===== config.mk =====
export PLATFORM = sky130hd
export DESIGN_NAME = fm_synth_timer_register_front
export DESIGN_NICKNAME = d
export VERILOG_FILES = /design/src/hw/rtl/fmst_pkg.sv /design/src/hw/rtl/fmst_timer.sv /design/src/hw/rtl/fm_synth_timer_register_front.sv
export SDC_FILE = /design/constraint.sdc
export NUM_CORES = 1
export LEC_CHECK = 0
export BUFFER_PORTS_ARGS = -buffer_cell sky130_fd_sc_hd__buf_2
export CAP_MARGIN = 30
export CORE_UTILIZATION = 41
export CTS_CLUSTER_SIZE = 14
export DETAILED_ROUTE_END_ITERATION = 8
export HOLD_SLACK_MARGIN = 0.15
export PLACE_DENSITY = 0.54
export SLEW_MARGIN = 30
export SYNTH_ARGS = -nofsm -noshare
export SYNTH_HDL_FRONTEND = slang
export SYNTH_SLANG_ARGS = --single-unit

===== constraint.sdc =====
create_clock -name clk -period 11.97 [get_ports clk]
set_input_delay 2.394 -clock clk [delete_from_list [all_inputs] [get_ports clk]]
set_output_delay 2.394 -clock clk [all_outputs]
set_load 0.005 [all_outputs]

===== src/hw/rtl/fmst_pkg.sv =====
`timescale 1ns / 1ps

package fmst_pkg;

	localparam int CLOCK_W = 48;
	localparam int TICK_W = 16;
	localparam int REG_W = 9;

	localparam logic [TICK_W-1:0] TIMER1_TICK_RESET = 16'd80;
	localparam logic [TICK_W-1:0] TIMER2_TICK_RESET = 16'd320;

	localparam logic [1:0] KIND_WRITE = 2'd0;
	localparam logic [1:0] KIND_READ = 2'd1;
	localparam logic [1:0] KIND_TIME = 2'd2;

	localparam logic [1:0] PORT_ADDR = 2'd0;
	localparam logic [1:0] PORT_ADDR_HI = 2'd1;
	localparam logic [1:0] PORT_DATA = 2'd2;

	localparam logic [REG_W-1:0] REG_TIMER1 = 9'h002;
	localparam logic [REG_W-1:0] REG_TIMER2 = 9'h003;
	localparam logic [REG_W-1:0] REG_TIMER_CTRL = 9'h004;
	localparam logic [REG_W-1:0] REG_NEW = 9'h105;

	localparam logic CFG_TIMER1_TICK = 1'b0;
	localparam logic CFG_TIMER2_TICK = 1'b1;

	localparam logic [7:0] READ_BANK_HI = 8'hFF;

	typedef struct packed {
		logic       wr_reload;
		logic       stop;
		logic       set_run;
		logic       run_value;
		logic [7:0] value;
	} timer_cmd_t;

endpackage


===== src/hw/rtl/fmst_timer.sv =====
`timescale 1ns / 1ps

module fmst_timer
	import fmst_pkg::*;
(
	input  logic               clk,
	input  logic               arst_n,
	input  timer_cmd_t         cmd,
	input  logic [CLOCK_W-1:0] time_now,
	input  logic [TICK_W-1:0]  tick,
	output logic               expired
);

	logic [7:0]         reload_q;
	logic               running_q;
	logic [CLOCK_W-1:0] deadline_q;

	logic [7:0]              reload_sel;
	logic [8:0]              counts;
	logic [TICK_W+8:0]       span;
	logic [CLOCK_W:0]        sum;
	logic [CLOCK_W-1:0]      deadline_new;

	// deadline = time_now + (0x100 - reload) * tick, saturating
	always_comb begin
		reload_sel = cmd.wr_reload ? cmd.value : reload_q;
		counts = 9'h100 - {1'b0, reload_sel};
		span = counts * tick;
		sum = {1'b0, time_now} + (CLOCK_W+1)'(span);
		deadline_new = sum[CLOCK_W] ? {CLOCK_W{1'b1}} : sum[CLOCK_W-1:0];
	end

	always_ff @(posedge clk or negedge arst_n) begin
		if (!arst_n) begin
			reload_q <= '0;
			running_q <= 1'b0;
			deadline_q <= '0;
		end else begin
			if (cmd.wr_reload) begin
				reload_q <= cmd.value;
				if (running_q) begin
					deadline_q <= deadline_new;
				end
			end
			if (cmd.stop) begin
				running_q <= 1'b0;
			end else if (cmd.set_run) begin
				running_q <= cmd.run_value;
				if (cmd.run_value) begin
					deadline_q <= deadline_new;
				end
			end
		end
	end

	assign expired = running_q && (time_now > deadline_q);

endmodule


===== src/hw/rtl/fm_synth_timer_register_front.sv =====
`timescale 1ns / 1ps
// an accepted input beat gives its result beat in the next cycle, from the result beat register
// throughput: one item per cycle while the output is not stalled; each item passes input decode,
// the timer deadline multiply-add and the status compares combinationally
// reset: arst_n clears the address latch, clock, timers and mode bit, and
// loads the tick registers with 80 us and 320 us

module fm_synth_timer_register_front
	import fmst_pkg::*;
(
	input  logic              clk,
	input  logic              arst_n,

	input  logic              cfg_we,
	input  logic              cfg_index,
	input  logic [TICK_W-1:0] cfg_data,

	input  logic              in_valid,
	output logic              in_stall,
	input  logic [1:0]        kind,
	input  logic [1:0]        port,
	input  logic [7:0]        data_byte,
	input  logic [15:0]       elapsed_us,

	output logic              out_valid,
	input  logic              out_stall,
	output logic [7:0]        read_data,
	output logic              forward_valid,
	output logic [REG_W-1:0]  forward_register,
	output logic [7:0]        forward_value,
	output logic              wide_mode
);

	logic [TICK_W-1:0]  tick1_q;
	logic [TICK_W-1:0]  tick2_q;
	logic [REG_W-1:0]   addr_q;
	logic [CLOCK_W-1:0] time_q;
	logic               mode_q;

	logic               out_valid_q;
	logic [7:0]         read_data_q;
	logic               fwd_valid_q;
	logic [REG_W-1:0]   fwd_reg_q;
	logic [7:0]         fwd_val_q;
	logic               wide_q;

	logic               accept;
	logic               exp1;
	logic               exp2;
	logic [7:0]         status;
	logic [CLOCK_W:0]   time_sum;

	logic [REG_W-1:0]   addr_d;
	logic [CLOCK_W-1:0] time_d;
	logic               mode_d;
	logic [7:0]         rd_d;
	logic               fwd_valid_d;
	logic [REG_W-1:0]   fwd_reg_d;
	logic [7:0]         fwd_val_d;
	timer_cmd_t         cmd1;
	timer_cmd_t         cmd2;

	assign in_stall = out_valid_q && out_stall;
	assign accept = in_valid && !in_stall;

	// config writes
	always_ff @(posedge clk or negedge arst_n) begin
		if (!arst_n) begin
			tick1_q <= TIMER1_TICK_RESET;
			tick2_q <= TIMER2_TICK_RESET;
		end else if (cfg_we) begin
			unique case (cfg_index)
				CFG_TIMER1_TICK: tick1_q <= cfg_data;
				CFG_TIMER2_TICK: tick2_q <= cfg_data;
				default: ;
			endcase
		end
	end

	assign status = {exp1 || exp2, exp1, exp2, 5'b0};
	assign time_sum = {1'b0, time_q} + (CLOCK_W+1)'(elapsed_us);

	always_comb begin
		addr_d = addr_q;
		time_d = time_q;
		mode_d = mode_q;
		rd_d = '0;
		fwd_valid_d = 1'b0;
		fwd_reg_d = '0;
		fwd_val_d = '0;
		cmd1 = '0;
		cmd2 = '0;
		cmd1.value = data_byte;
		cmd2.value = data_byte;
		unique case (kind)
			KIND_WRITE: begin
				unique case (port)
					PORT_ADDR: addr_d = {1'b0, data_byte};
					PORT_ADDR_HI: addr_d = {1'b1, data_byte};
					PORT_DATA: begin
						unique case (addr_q)
							REG_TIMER1: cmd1.wr_reload = 1'b1;
							REG_TIMER2: cmd2.wr_reload = 1'b1;
							REG_TIMER_CTRL: begin
								cmd1.stop = data_byte[7];
								cmd2.stop = data_byte[7];
								cmd1.set_run = !data_byte[7] && !data_byte[6];
								cmd2.set_run = !data_byte[7] && !data_byte[5];
								cmd1.run_value = data_byte[0];
								cmd2.run_value = data_byte[1];
							end
							default: begin
								fwd_valid_d = 1'b1;
								fwd_reg_d = addr_q;
								fwd_val_d = data_byte;
								if (addr_q == REG_NEW) begin
									mode_d = data_byte[0];
								end
							end
						endcase
					end
					default: ;
				endcase
			end
			KIND_READ: rd_d = (port == PORT_ADDR_HI) ? READ_BANK_HI : status;
			KIND_TIME: begin
				time_d = time_sum[CLOCK_W] ? {CLOCK_W{1'b1}} : time_sum[CLOCK_W-1:0];
			end
			default: ;
		endcase
		if (!accept) begin
			cmd1.wr_reload = 1'b0;
			cmd1.stop = 1'b0;
			cmd1.set_run = 1'b0;
			cmd2.wr_reload = 1'b0;
			cmd2.stop = 1'b0;
			cmd2.set_run = 1'b0;
		end
	end

	fmst_timer u_timer1 (
		.clk      (clk),
		.arst_n   (arst_n),
		.cmd      (cmd1),
		.time_now (time_q),
		.tick     (tick1_q),
		.expired  (exp1)
	);

	fmst_timer u_timer2 (
		.clk      (clk),
		.arst_n   (arst_n),
		.cmd      (cmd2),
		.time_now (time_q),
		.tick     (tick2_q),
		.expired  (exp2)
	);

	always_ff @(posedge clk or negedge arst_n) begin
		if (!arst_n) begin
			addr_q <= '0;
			time_q <= '0;
			mode_q <= 1'b0;
		end else if (accept) begin
			addr_q <= addr_d;
			time_q <= time_d;
			mode_q <= mode_d;
		end
	end

	// result beat register
	always_ff @(posedge clk or negedge arst_n) begin
		if (!arst_n) begin
			out_valid_q <= 1'b0;
		end else if (accept) begin
			out_valid_q <= 1'b1;
		end else if (!out_stall) begin
			out_valid_q <= 1'b0;
		end
	end

	always_ff @(posedge clk) begin
		if (accept) begin
			read_data_q <= rd_d;
			fwd_valid_q <= fwd_valid_d;
			fwd_reg_q <= fwd_reg_d;
			fwd_val_q <= fwd_val_d;
			wide_q <= mode_d;
		end
	end

	assign out_valid = out_valid_q;
	assign read_data = read_data_q;
	assign forward_valid = fwd_valid_q;
	assign forward_register = fwd_reg_q;
	assign forward_value = fwd_val_q;
	assign wide_mode = wide_q;

endmodule


==> flow_metrics.py, run 1 <==
metrics = {
    "floorplan": {
        "core_area_mm2": 0.0581,
        "die_w_um": 246,
        "die_area_mm2": 0.0604,
        "fp-row-count": 88,
        "ios": 79,
        "die_height_um": 246,
        "start_util": 0.419,
    },
    "layout": {
        "syn_to_final_growth_pct": 9.32,
        "nets": 3221,
        "seq_area_mm2": 0.00583,
        "n_antenna_cell": 0,
        "layout-drive-gt1-share": 0.0912,
        "fin_area_mm2": 0.0266,
        "multi_input_area_mm2": 0.0165,
        "n_fill_cell": 5685,
        "final_cells": 3485,
    },
    "power": {
        "cellPowerDensity_mw_per_mm2": 195,
        "p_leak_uw": 0.0132,
        "peakVddDrop_mv": 0.141,
    },
    "synth": {
        "netlist_top_cells_count": "inv_1 (440), fa_1 (241), ha_1 (232)",
        "synth_edf_count": 23,
        "netlist_top_cells_area": "dfrtp_1 (21%), fa_1 (20%), ha_1 (12%), inv_1 (6.8%), a21oi_1 (3.4%)",
        "synth.distinct_cells": 75,
        "ys_ff_latch": 228,
        "syn_nets": 3195,
        "netlist_area_mm2": 0.0243,
        "synth_cells": 2672,
        "synth_top_area_cell": "dfrtp_1",
        "synthArstFlopShare": 0.899,
        "avgSynthCellArea_um2": 9.11,
        "yosysMostFrequentCell": "inv_1",
        "ys_seq_area_frac": 0.239,
        "synth_top_area_share": 0.207,
        "synth_flop_cell": "dfrtp_1",
        "yosysWarnings": 0,
    },
    "run": {
        "max_cap_violations": 0,
    },
    "clock_tree": {
        "postCtsSetupRepairBufs": 0,
        "cts-resized-gates": 0,
        "ctsHoldBuffers": 0,
        "cts-root-buf": "clkbuf_16",
        "clk-insertion-delay-late_ns": 0.58,
        "cts_buffer_depth": 3,
        "htreeDepth": 1,
        "cts_tree": "done",
        "clock_sinks": 228,
        "clkTransAtPathRegs_ns": 0.06,
        "cts_buffers": 29,
    },
    "sta": {
        "min_period_over_period": 0.923,
        "tns_ns": 0,
        "rsz0062_at_grt": "false",
        "timing.fmax_mhz": 90.6,
        "holdWs_ns": 0.478,
        "slew_violations": 0,
        "min_period_ns": 11.04,
        "fin_skew_ns": 0.0112,
        "worstMarginPinSlew_ns": 1.03,
        "maxSlewHeadroom": 0.310,
        "setup_viol": 0,
        "finalHoldViolCount": 0,
    },
    "route": {
        "dr.pass1.iters": 6,
        "vias": 19050,
        "drc_errors": 0,
        "wl_per_cell_um": 19.5,
        "drt_iter0_markers": 1235,
        "wl_mm": 68.1,
        "vias_per_cell": 5.47,
        "final_antenna_net_count": 0,
    },
    "global_route": {
        "grt_pass1_vias": 19313,
        "grt_antenna_before_repair": 1,
        "track_usage": 0.229,
        "overflow": 0,
        "grt_max_degree": 86,
        "grt_pass1_wl_mm": 108,
    },
    "worst_setup_path": {
        "slowest_stage": "a2111oi_0",
        "arrival_ns": 11.50,
        "critPathLaunchType": "primary input",
        "critical_path_class": "primary input to flip-flop",
        "end_kind": "flip-flop",
        "critPathMostFrequentCell": "fa_1",
        "cp_max_fo": 16,
        "worst_ep_required_time_ns": 12.43,
        "slowest_delay_ns": 0.66,
        "rrSetupSlack_ns": 2.06,
    },
    "hold_path": {
        "min_path_type": "flip-flop to flip-flop",
    },
    "placement": {
        "globalplace.congestion": 0.890,
        "dp_cells": 3431,
        "hpwl_mm": 54.2,
        "placed_cell_area_mm2": 0.0256,
        "place.port_buffers": 78,
    },
    "status": {
        "outcome": "complete, no violations",
    },
}
-- placed cells by master (no fill, tap or decap), types with 17 or more instances in the layout --
cell	n
nor2b_1	108
dfrtp_1	201
clkbuf_16	29
o22a_1	21
ha_1	232
and2_1	94
nand2b_1	30
mux2_2	52
nand2_1	208
a21oi_1	163
fa_1	241
o21a_1	17
a21o_1	59
nor3_1	32
edfxtp_1	23
buf_4	38
o22ai_1	17
xnor2_1	50
a31oi_1	30
nor2_1	107
inv_1	440
buf_2	77
a22oi_1	25
nand4_1	35
xor2_1	42
and3_1	26
o21ai_0	68
nand3_1	44
-- critical path: cells and delay by family --
family                   cells  cell delay [ns]
AO/OA/AOI/OAI                6             2.18
multiplexers                 1             0.37
adder cells (fa/ha/maj)      6             3.01
AND/OR/NAND/NOR             10             2.03
buffers and inverters        8             1.29
XOR/XNOR                     1             0.21
-- cells by family (layout without fill, tap and decap cells) --
family                     Yosys count  count (layout)  synth area share
and+or+nand+nor                    757             757             0.162
buffers and inverters              562             610            0.0881
AOI/OAI and AO/OA                  493             493             0.130
adders and majority gates          473             473             0.317
DFF                                228             228             0.239
xor gates and xnor gates            94              94            0.0338
muxes                               65              65            0.0299
-- path summary, 6_finish.rpt --
kind	to	startpoint	cells past startpoint
hold reg to reg	mode_q	mode_q	2
setup / recovery	u_timer1.deadline_q[31]	kind[1]	32
hold / removal	mode_q	mode_q	2
max in group asynchronous	u_timer1.reload_q[5]	arst_n	4
min in group asynchronous	u_timer1.deadline_q[25]	arst_n	1
setup reg to reg	u_timer1.deadline_q[31]	addr_q[4]	30
-- sequential cells by signal (all words and copies together) (netlist names), 4 cells and up --
| name | flops |
|---|---|
| addr_q | 9 |
| forward_register | 9 |
| forward_value | 8 |
| read_data | 4 |
| tick1_q | 16 |
| tick2_q | 16 |
| time_q | 48 |
| u_timer1.deadline_q | 48 |
| u_timer1.reload_q | 8 |
| u_timer2.deadline_q | 48 |
| u_timer2.reload_q | 8 |
-- power breakdown --
group	internal [uW]	switching (uW)
registers	858	172
logic	1310	1930
clock network	571	367
total	2730	2470
-- area by class of cell --
type / instances / area share
clock buffer: 40 / 0.0299
clock inverter: 13 / 0.00747
inverter: 440 / 0.0621
multi-input combinational: 1882 / 0.619
sequential: 228 / 0.219
tap: 765 / 0.0360
timing repair buffer: 117 / 0.0268
-- layer usage --
metal	track usage	routed length [um]	vias to the layer above
li1	-	-	8887
met5	0	13	-
met4	0.0440	1150	2
met3	0.0357	3890	79
met1	0.322	31300	9561
met2	0.372	31700	521
-- stage by stage --
step | power (uW) | setup WS [ns] | util
finish | 5200 | 0.927 | 0.458
global route | 5670 | 0.554 | 0.458
CTS | 5250 | 0.959 | 0.457
detailed placement | 4290 | 0.398 | 0.440
global placement | 4250 | 0.397 | 0.440
floorplan | 3380 | 0.875 | -
(Power assumes the default switching activity.)
==> inputs of run 2 (changes only) <==
--- a/config.mk
+++ b/config.mk
@@ -8,11 +8,12 @@
 export BUFFER_PORTS_ARGS = -buffer_cell sky130_fd_sc_hd__buf_2
 export CAP_MARGIN = 30
 export CORE_UTILIZATION = 41
+export CTS_BUF_LIST = sky130_fd_sc_hd__clkbuf_4 sky130_fd_sc_hd__clkbuf_8 sky130_fd_sc_hd__clkbuf_16
 export CTS_CLUSTER_SIZE = 14
 export DETAILED_ROUTE_END_ITERATION = 8
 export HOLD_SLACK_MARGIN = 0.15
 export PLACE_DENSITY = 0.54
-export SLEW_MARGIN = 30
+export SLEW_MARGIN = 15
 export SYNTH_ARGS = -nofsm -noshare
 export SYNTH_HDL_FRONTEND = slang
 export SYNTH_SLANG_ARGS = --single-unit
==> flow_metrics.py, run 2 (same netlist as run 1, synthesis figures left out) <==
metrics = {
    "floorplan": {
        "ios": 79,
        "fp-row-count": 88,
        "die_height_um": 246,
        "die_w_um": 246,
        "start_util": 0.419,
        "core_area_mm2": 0.0581,
        "die_area_mm2": 0.0604,
    },
    "worst_setup_path": {
        "r2r_end": "u_timer1.deadline_q[31]",
        "r2r-start": "addr_q[4]",
        "arrival_ns": 11.52,
        "slowest_delay_ns": 0.72,
        "rrSetupSlack_ns": 2.06,
        "r2r_cells": 30,
        "critical_path_class": "primary input to flip-flop",
        "worst_ep_required_time_ns": 12.44,
        "end_kind": "flip-flop",
        "critPathLaunchType": "primary input",
        "critPathMostFrequentCell": "fa_1",
        "slowest_stage": "a2111oi_0",
        "cp_max_fo": 16,
    },
    "hold_path": {
        "min_path_type": "flip-flop to flip-flop",
        "hp-start": "mode_q",
        "min_to": "mode_q",
        "worstHoldPathCells": 2,
    },
    "clock_tree": {
        "clkTransAtPathRegs_ns": 0.06,
        "htreeDepth": 1,
        "cts_buffer_depth": 3,
        "cts_tree": "done",
        "postCtsSetupRepairBufs": 0,
        "cts-root-buf": "clkbuf_16",
        "clk-insertion-delay-late_ns": 0.59,
        "cts-resized-gates": 0,
        "clock_sinks": 228,
        "cts_buffers": 30,
        "ctsHoldBuffers": 0,
    },
    "route": {
        "m1WireLength_mm": 31.3,
        "wl_met2_mm": 31.1,
        "dr.pass1.iters": 6,
        "route.top_layer_used": "met5",
        "drt_iter0_markers": 1276,
        "final_antenna_net_count": 0,
        "drc_errors": 0,
        "wl_met3_mm": 3.78,
        "vias": 18923,
        "wl_mm": 67.6,
        "vias_per_cell": 5.42,
        "wl_per_cell_um": 19.4,
    },
    "sta": {
        "finalHoldViolCount": 0,
        "rsz0062_at_grt": "false",
        "fin_skew_ns": 0.0240,
        "timing.fmax_mhz": 90.6,
        "slew_violations": 0,
        "tns_ns": 0,
        "min_period_ns": 11.04,
        "maxSlewHeadroom": 0.271,
        "worstMarginPinSlew_ns": 1.07,
        "min_period_over_period": 0.922,
        "holdWs_ns": 0.474,
        "setup_viol": 0,
    },
    "global_route": {
        "grt_pass1_wl_mm": 108,
        "track_usage": 0.228,
        "overflow": 0,
        "grt_antenna_before_repair": 1,
        "grt_pass1_vias": 19149,
        "grt_max_degree": 86,
    },
    "layout": {
        "final_cell_mix": "inv_1 (440), fa_1 (241), ha_1 (232)",
        "final_common_cell": "inv_1",
        "syn_to_final_growth_pct": 9.32,
        "multi_input_area_mm2": 0.0164,
        "layout-drive-gt1-share": 0.0946,
        "seq_area_mm2": 0.00583,
        "n_antenna_cell": 0,
        "nets": 3227,
        "reg_top3": "time_q: 48 flops, u_timer1.deadline_q: 48 flops, u_timer2.deadline_q: 48 flops",
        "n_fill_cell": 5636,
    },
    "power": {
        "p_int_uw": 2710,
        "clockPowerShare": 0.178,
        "power_switching_uw": 2480,
        "swShare": 0.477,
        "peakVddDrop_mv": 0.155,
        "p_comb_frac": 0.624,
        "cellPowerDensity_mw_per_mm2": 195,
        "seqPwrFrac": 0.198,
        "p_leak_uw": 0.0132,
    },
    "placement": {
        "hpwl_mm": 54.2,
        "globalplace.congestion": 0.890,
        "place.port_buffers": 78,
    },
    "status": {
        "outcome": "complete, no violations",
    },
    "run": {
        "max_cap_violations": 0,
    },
}
run 2: cell types whose count changed in the layout (fill, tap and decap cells not counted), sizes merged:
cell	delta
bufinv	-3
clkbuf	+3
buf	+2
clkinv	+2
clkinvlp	+2
dlymetal6s2s	+1
run 2: worst max path at each step:
stage	from	to	slack (ns)	cells after the start
after detailed placement	kind[1]	u_timer1.deadline_q[31]	0.33	32
after global placement	kind[1]	u_timer1.deadline_q[31]	0.40	33
final	kind[1]	u_timer1.deadline_q[31]	0.93	32
after floorplan	out_stall	u_timer2.deadline_q[31]	0.88	36
after CTS	kind[1]	u_timer1.deadline_q[31]	0.89	32
after global routing	kind[1]	u_timer1.deadline_q[31]	0.38	32
run 2: critical path, delay by kind of cell:
kind	cells	cell delay (ns)
XOR/XNOR	1	0.19
AO/OA/AOI/OAI	6	2.23
adder cells (fa/ha/maj)	6	2.98
AND/OR/NAND/NOR	10	2.02
buffers and inverters	8	1.28
multiplexers	1	0.38
run 2: routing by layer:
metal  global-route usage  up-vias
met1                0.320     9479
li1                     -     8888
met5                    0        -
met4               0.0522        2
met2                0.366      463
met3               0.0374       91
run 2: final cells by class:
cell class | instances | area share
tap | 765 | 0.0360
multi-input combinational | 1882 | 0.618
clock buffer | 41 | 0.0325
sequential | 228 | 0.219
clock inverter | 14 | 0.00541
inverter | 440 | 0.0621
timing repair buffer | 122 | 0.0273
run 2: through the flow:
step	util	power [uW]	instance area [um^2]	setup slack, ns	std cells
6_report	0.458	5190	26600	0.928	3492
5_1_grt	0.458	5650	26600	0.383	3492
4_1_cts	0.457	5240	26600	0.892	3489
3_5_place_dp	0.440	4280	25600	0.325	3434
3_3_place_gp	0.440	4250	25600	0.397	3431
2_1_floorplan	-	3380	24300	0.875	2672
run 2: power by group through the flow:
stage          Sequential [uW]  Clock [uW]  Combinational (uW)
3_3_place_gp              1040           0                3210
5_1_grt                   1040         970                3640
2_1_floorplan              929           0                2450
4_1_cts                   1030         944                3260
3_5_place_dp              1050           0                3240
6_report                  1030         923                3230
==> inputs of run 3 (changes only) <==
--- a/config.mk
+++ b/config.mk
@@ -13,6 +13,7 @@
 export DETAILED_ROUTE_END_ITERATION = 8
 export HOLD_SLACK_MARGIN = 0.15
 export PLACE_DENSITY = 0.54
+export REMOVE_ABC_BUFFERS = 1
 export SLEW_MARGIN = 15
 export SYNTH_ARGS = -nofsm -noshare
 export SYNTH_HDL_FRONTEND = slang
==> flow_metrics.py, run 3 (same netlist as run 1, synthesis figures left out) <==
metrics = {
    "sta": {
        "setup_viol": 0,
        "worstMarginPinSlew_ns": 1.13,
        "finalHoldViolCount": 0,
        "tns_ns": 0,
        "fin_skew_ns": 0.0324,
        "slew_violations": 0,
        "maxSlewHeadroom": 0.239,
        "min_period_over_period": 0.907,
        "min_period_ns": 10.86,
        "timing.fmax_mhz": 92.1,
        "rsz0062_at_grt": "false",
    },
    "floorplan": {
        "die_w_um": 246,
        "die_height_um": 246,
        "start_util": 0.419,
        "fp-row-count": 88,
        "core_area_mm2": 0.0581,
        "ios": 79,
        "die_area_mm2": 0.0604,
    },
    "run": {
        "max_cap_violations": 0,
    },
    "layout": {
        "final_cell_mix": "inv_1 (440), fa_1 (241), ha_1 (232)",
        "seq_area_mm2": 0.00583,
        "reg_top3": "time_q: 48 flops, u_timer1.deadline_q: 48 flops, u_timer2.deadline_q: 48 flops",
        "multi_input_area_mm2": 0.0164,
        "n_antenna_cell": 0,
        "nets": 3229,
        "final_common_cell": "inv_1",
        "syn_to_final_growth_pct": 9.86,
        "layout-drive-gt1-share": 0.0949,
        "n_fill_cell": 5685,
        "final_cells": 3494,
    },
    "placement": {
        "place.port_buffers": 78,
        "dp_cells": 3437,
        "hpwl_mm": 55.2,
        "globalplace.congestion": 0.893,
    },
    "hold_path": {
        "min_path_type": "flip-flop to flip-flop",
    },
    "worst_setup_path": {
        "slowest_delay_ns": 0.76,
        "critical_path_class": "primary input to flip-flop",
        "end_kind": "flip-flop",
        "critPathMostFrequentCell": "fa_1",
        "arrival_ns": 11.32,
        "crit_family": "adder cells",
        "crit_buf_inv": 9,
        "r2r-start": "addr_q[4]",
        "worst_ep_required_time_ns": 12.43,
        "r2r_end": "u_timer2.deadline_q[21]",
        "cp-endpoint": "u_timer2.deadline_q[21]",
        "slowest_stage": "or4_1",
        "rrSetupSlack_ns": 2.17,
        "r2r_cells": 31,
        "critPathLaunchType": "primary input",
        "cp_max_fo": 24,
        "crit_cells": 33,
        "crit_start": "kind[1]",
    },
    "global_route": {
        "grt_antenna_before_repair": 0,
        "track_usage": 0.233,
        "overflow": 0,
        "grt_max_degree": 99,
        "grt_pass1_vias": 19361,
        "grt_pass1_wl_mm": 110,
    },
    "clock_tree": {
        "clk-insertion-delay-late_ns": 0.62,
        "clkTransAtPathRegs_ns": 0.06,
        "cts-resized-gates": 0,
        "htreeDepth": 1,
        "cts_tree": "done",
        "cts_buffer_depth": 3,
        "clock_sinks": 228,
        "cts-root-buf": "clkbuf_16",
        "cts_buffers": 29,
        "postCtsSetupRepairBufs": 0,
        "ctsHoldBuffers": 0,
    },
    "route": {
        "final_antenna_net_count": 0,
        "drc_errors": 0,
        "wl_mm": 69.2,
        "wl_per_cell_um": 19.8,
        "vias_per_cell": 5.45,
        "vias": 19054,
        "drt_iter0_markers": 1400,
        "dr.pass1.iters": 5,
    },
    "power": {
        "p_leak_uw": 0.0133,
        "peakVddDrop_mv": 0.149,
        "cellPowerDensity_mw_per_mm2": 196,
        "swShare": 0.464,
        "clockPowerShare": 0.196,
        "p_comb_frac": 0.610,
        "p_int_uw": 2810,
        "power_switching_uw": 2430,
        "seqPwrFrac": 0.193,
    },
    "status": {
        "outcome": "complete, no violations",
    },
}
[run 3: cell count changes in the layout (fill, tap and decap cells not counted), moves of 2 or more]
cell	delta
bufinv_16	+6
clkbuf_4	-4
clkinvlp_4	-3
clkinv_2	+2
[run 3: area by class of cell]
type                       count  share of cell area
inverter                     440              0.0618
clock inverter                19              0.0116
timing repair buffer         125              0.0288
tap                          765              0.0358
multi-input combinational   1882               0.614
sequential                   228               0.218
clock buffer                  35              0.0300
[run 3: how the worst min path moves through the flow]
stage | slack [ns] | from | end | cells past startpoint
finish | 0.48 | mode_q | mode_q | 2
global route | 0.52 | u_timer1.deadline_q[40] | u_timer1.deadline_q[40] | 2
CTS | 0.49 | mode_q | mode_q | 2
detailed placement | 0.47 | mode_q | mode_q | 2
global placement | 0.46 | mode_q | mode_q | 2
floorplan | 0.44 | mode_q | mode_q | 2
[run 3: routing by layer]
| metal | vias up | share of wire | wire length [um] | global-route usage |
|---|---|---|---|---|
| li1 | 8885 | - | - | - |
| met1 | 9632 | 0.47 | 32600 | 0.335 |
| met2 | 440 | 0.46 | 31900 | 0.373 |
| met3 | 97 | 0.045 | 3140 | 0.0264 |
| met4 | 0 | 0.023 | 1580 | 0.0596 |
| met5 | - | 0 | 0 | 0 |
[run 3: worst register-to-register path: cells and delay by family (launching register included)]
| family | cells | cell delay [ns] |
|---|---|---|
| AND/OR/NAND/NOR | 9 | 3.33 |
| flip-flops | 1 | 0.40 |
| adder cells (fa/ha/maj) | 6 | 2.93 |
| XOR/XNOR | 1 | 0.42 |
| buffers and inverters | 7 | 0.91 |
| AO/OA/AOI/OAI | 8 | 1.66 |
[run 3: power by group through the flow]
stage | clock network (uW) | registers (uW) | logic [uW]
after floorplan | 0 | 950 | 2410
after global placement | 0 | 1030 | 3150
after detailed placement | 0 | 1030 | 3180
after CTS | 1050 | 1010 | 3210
after global routing | 1080 | 1030 | 3590
final | 1030 | 1010 | 3200
[run 3: stage by stage]
step                total power [uW]  setup WS (ns)  utilization  hold slack [ns]  area [um^2]
finish                          5240           1.11        0.460            0.481        26700
global route                    5700          0.603        0.460            0.517        26700
CTS                             5270           1.10        0.460            0.487        26700
detailed placement              4210          0.524        0.440            0.470        25600
global placement                4170          0.644        0.440            0.461        25600
floorplan                       3360         -0.605            -            0.440        23900
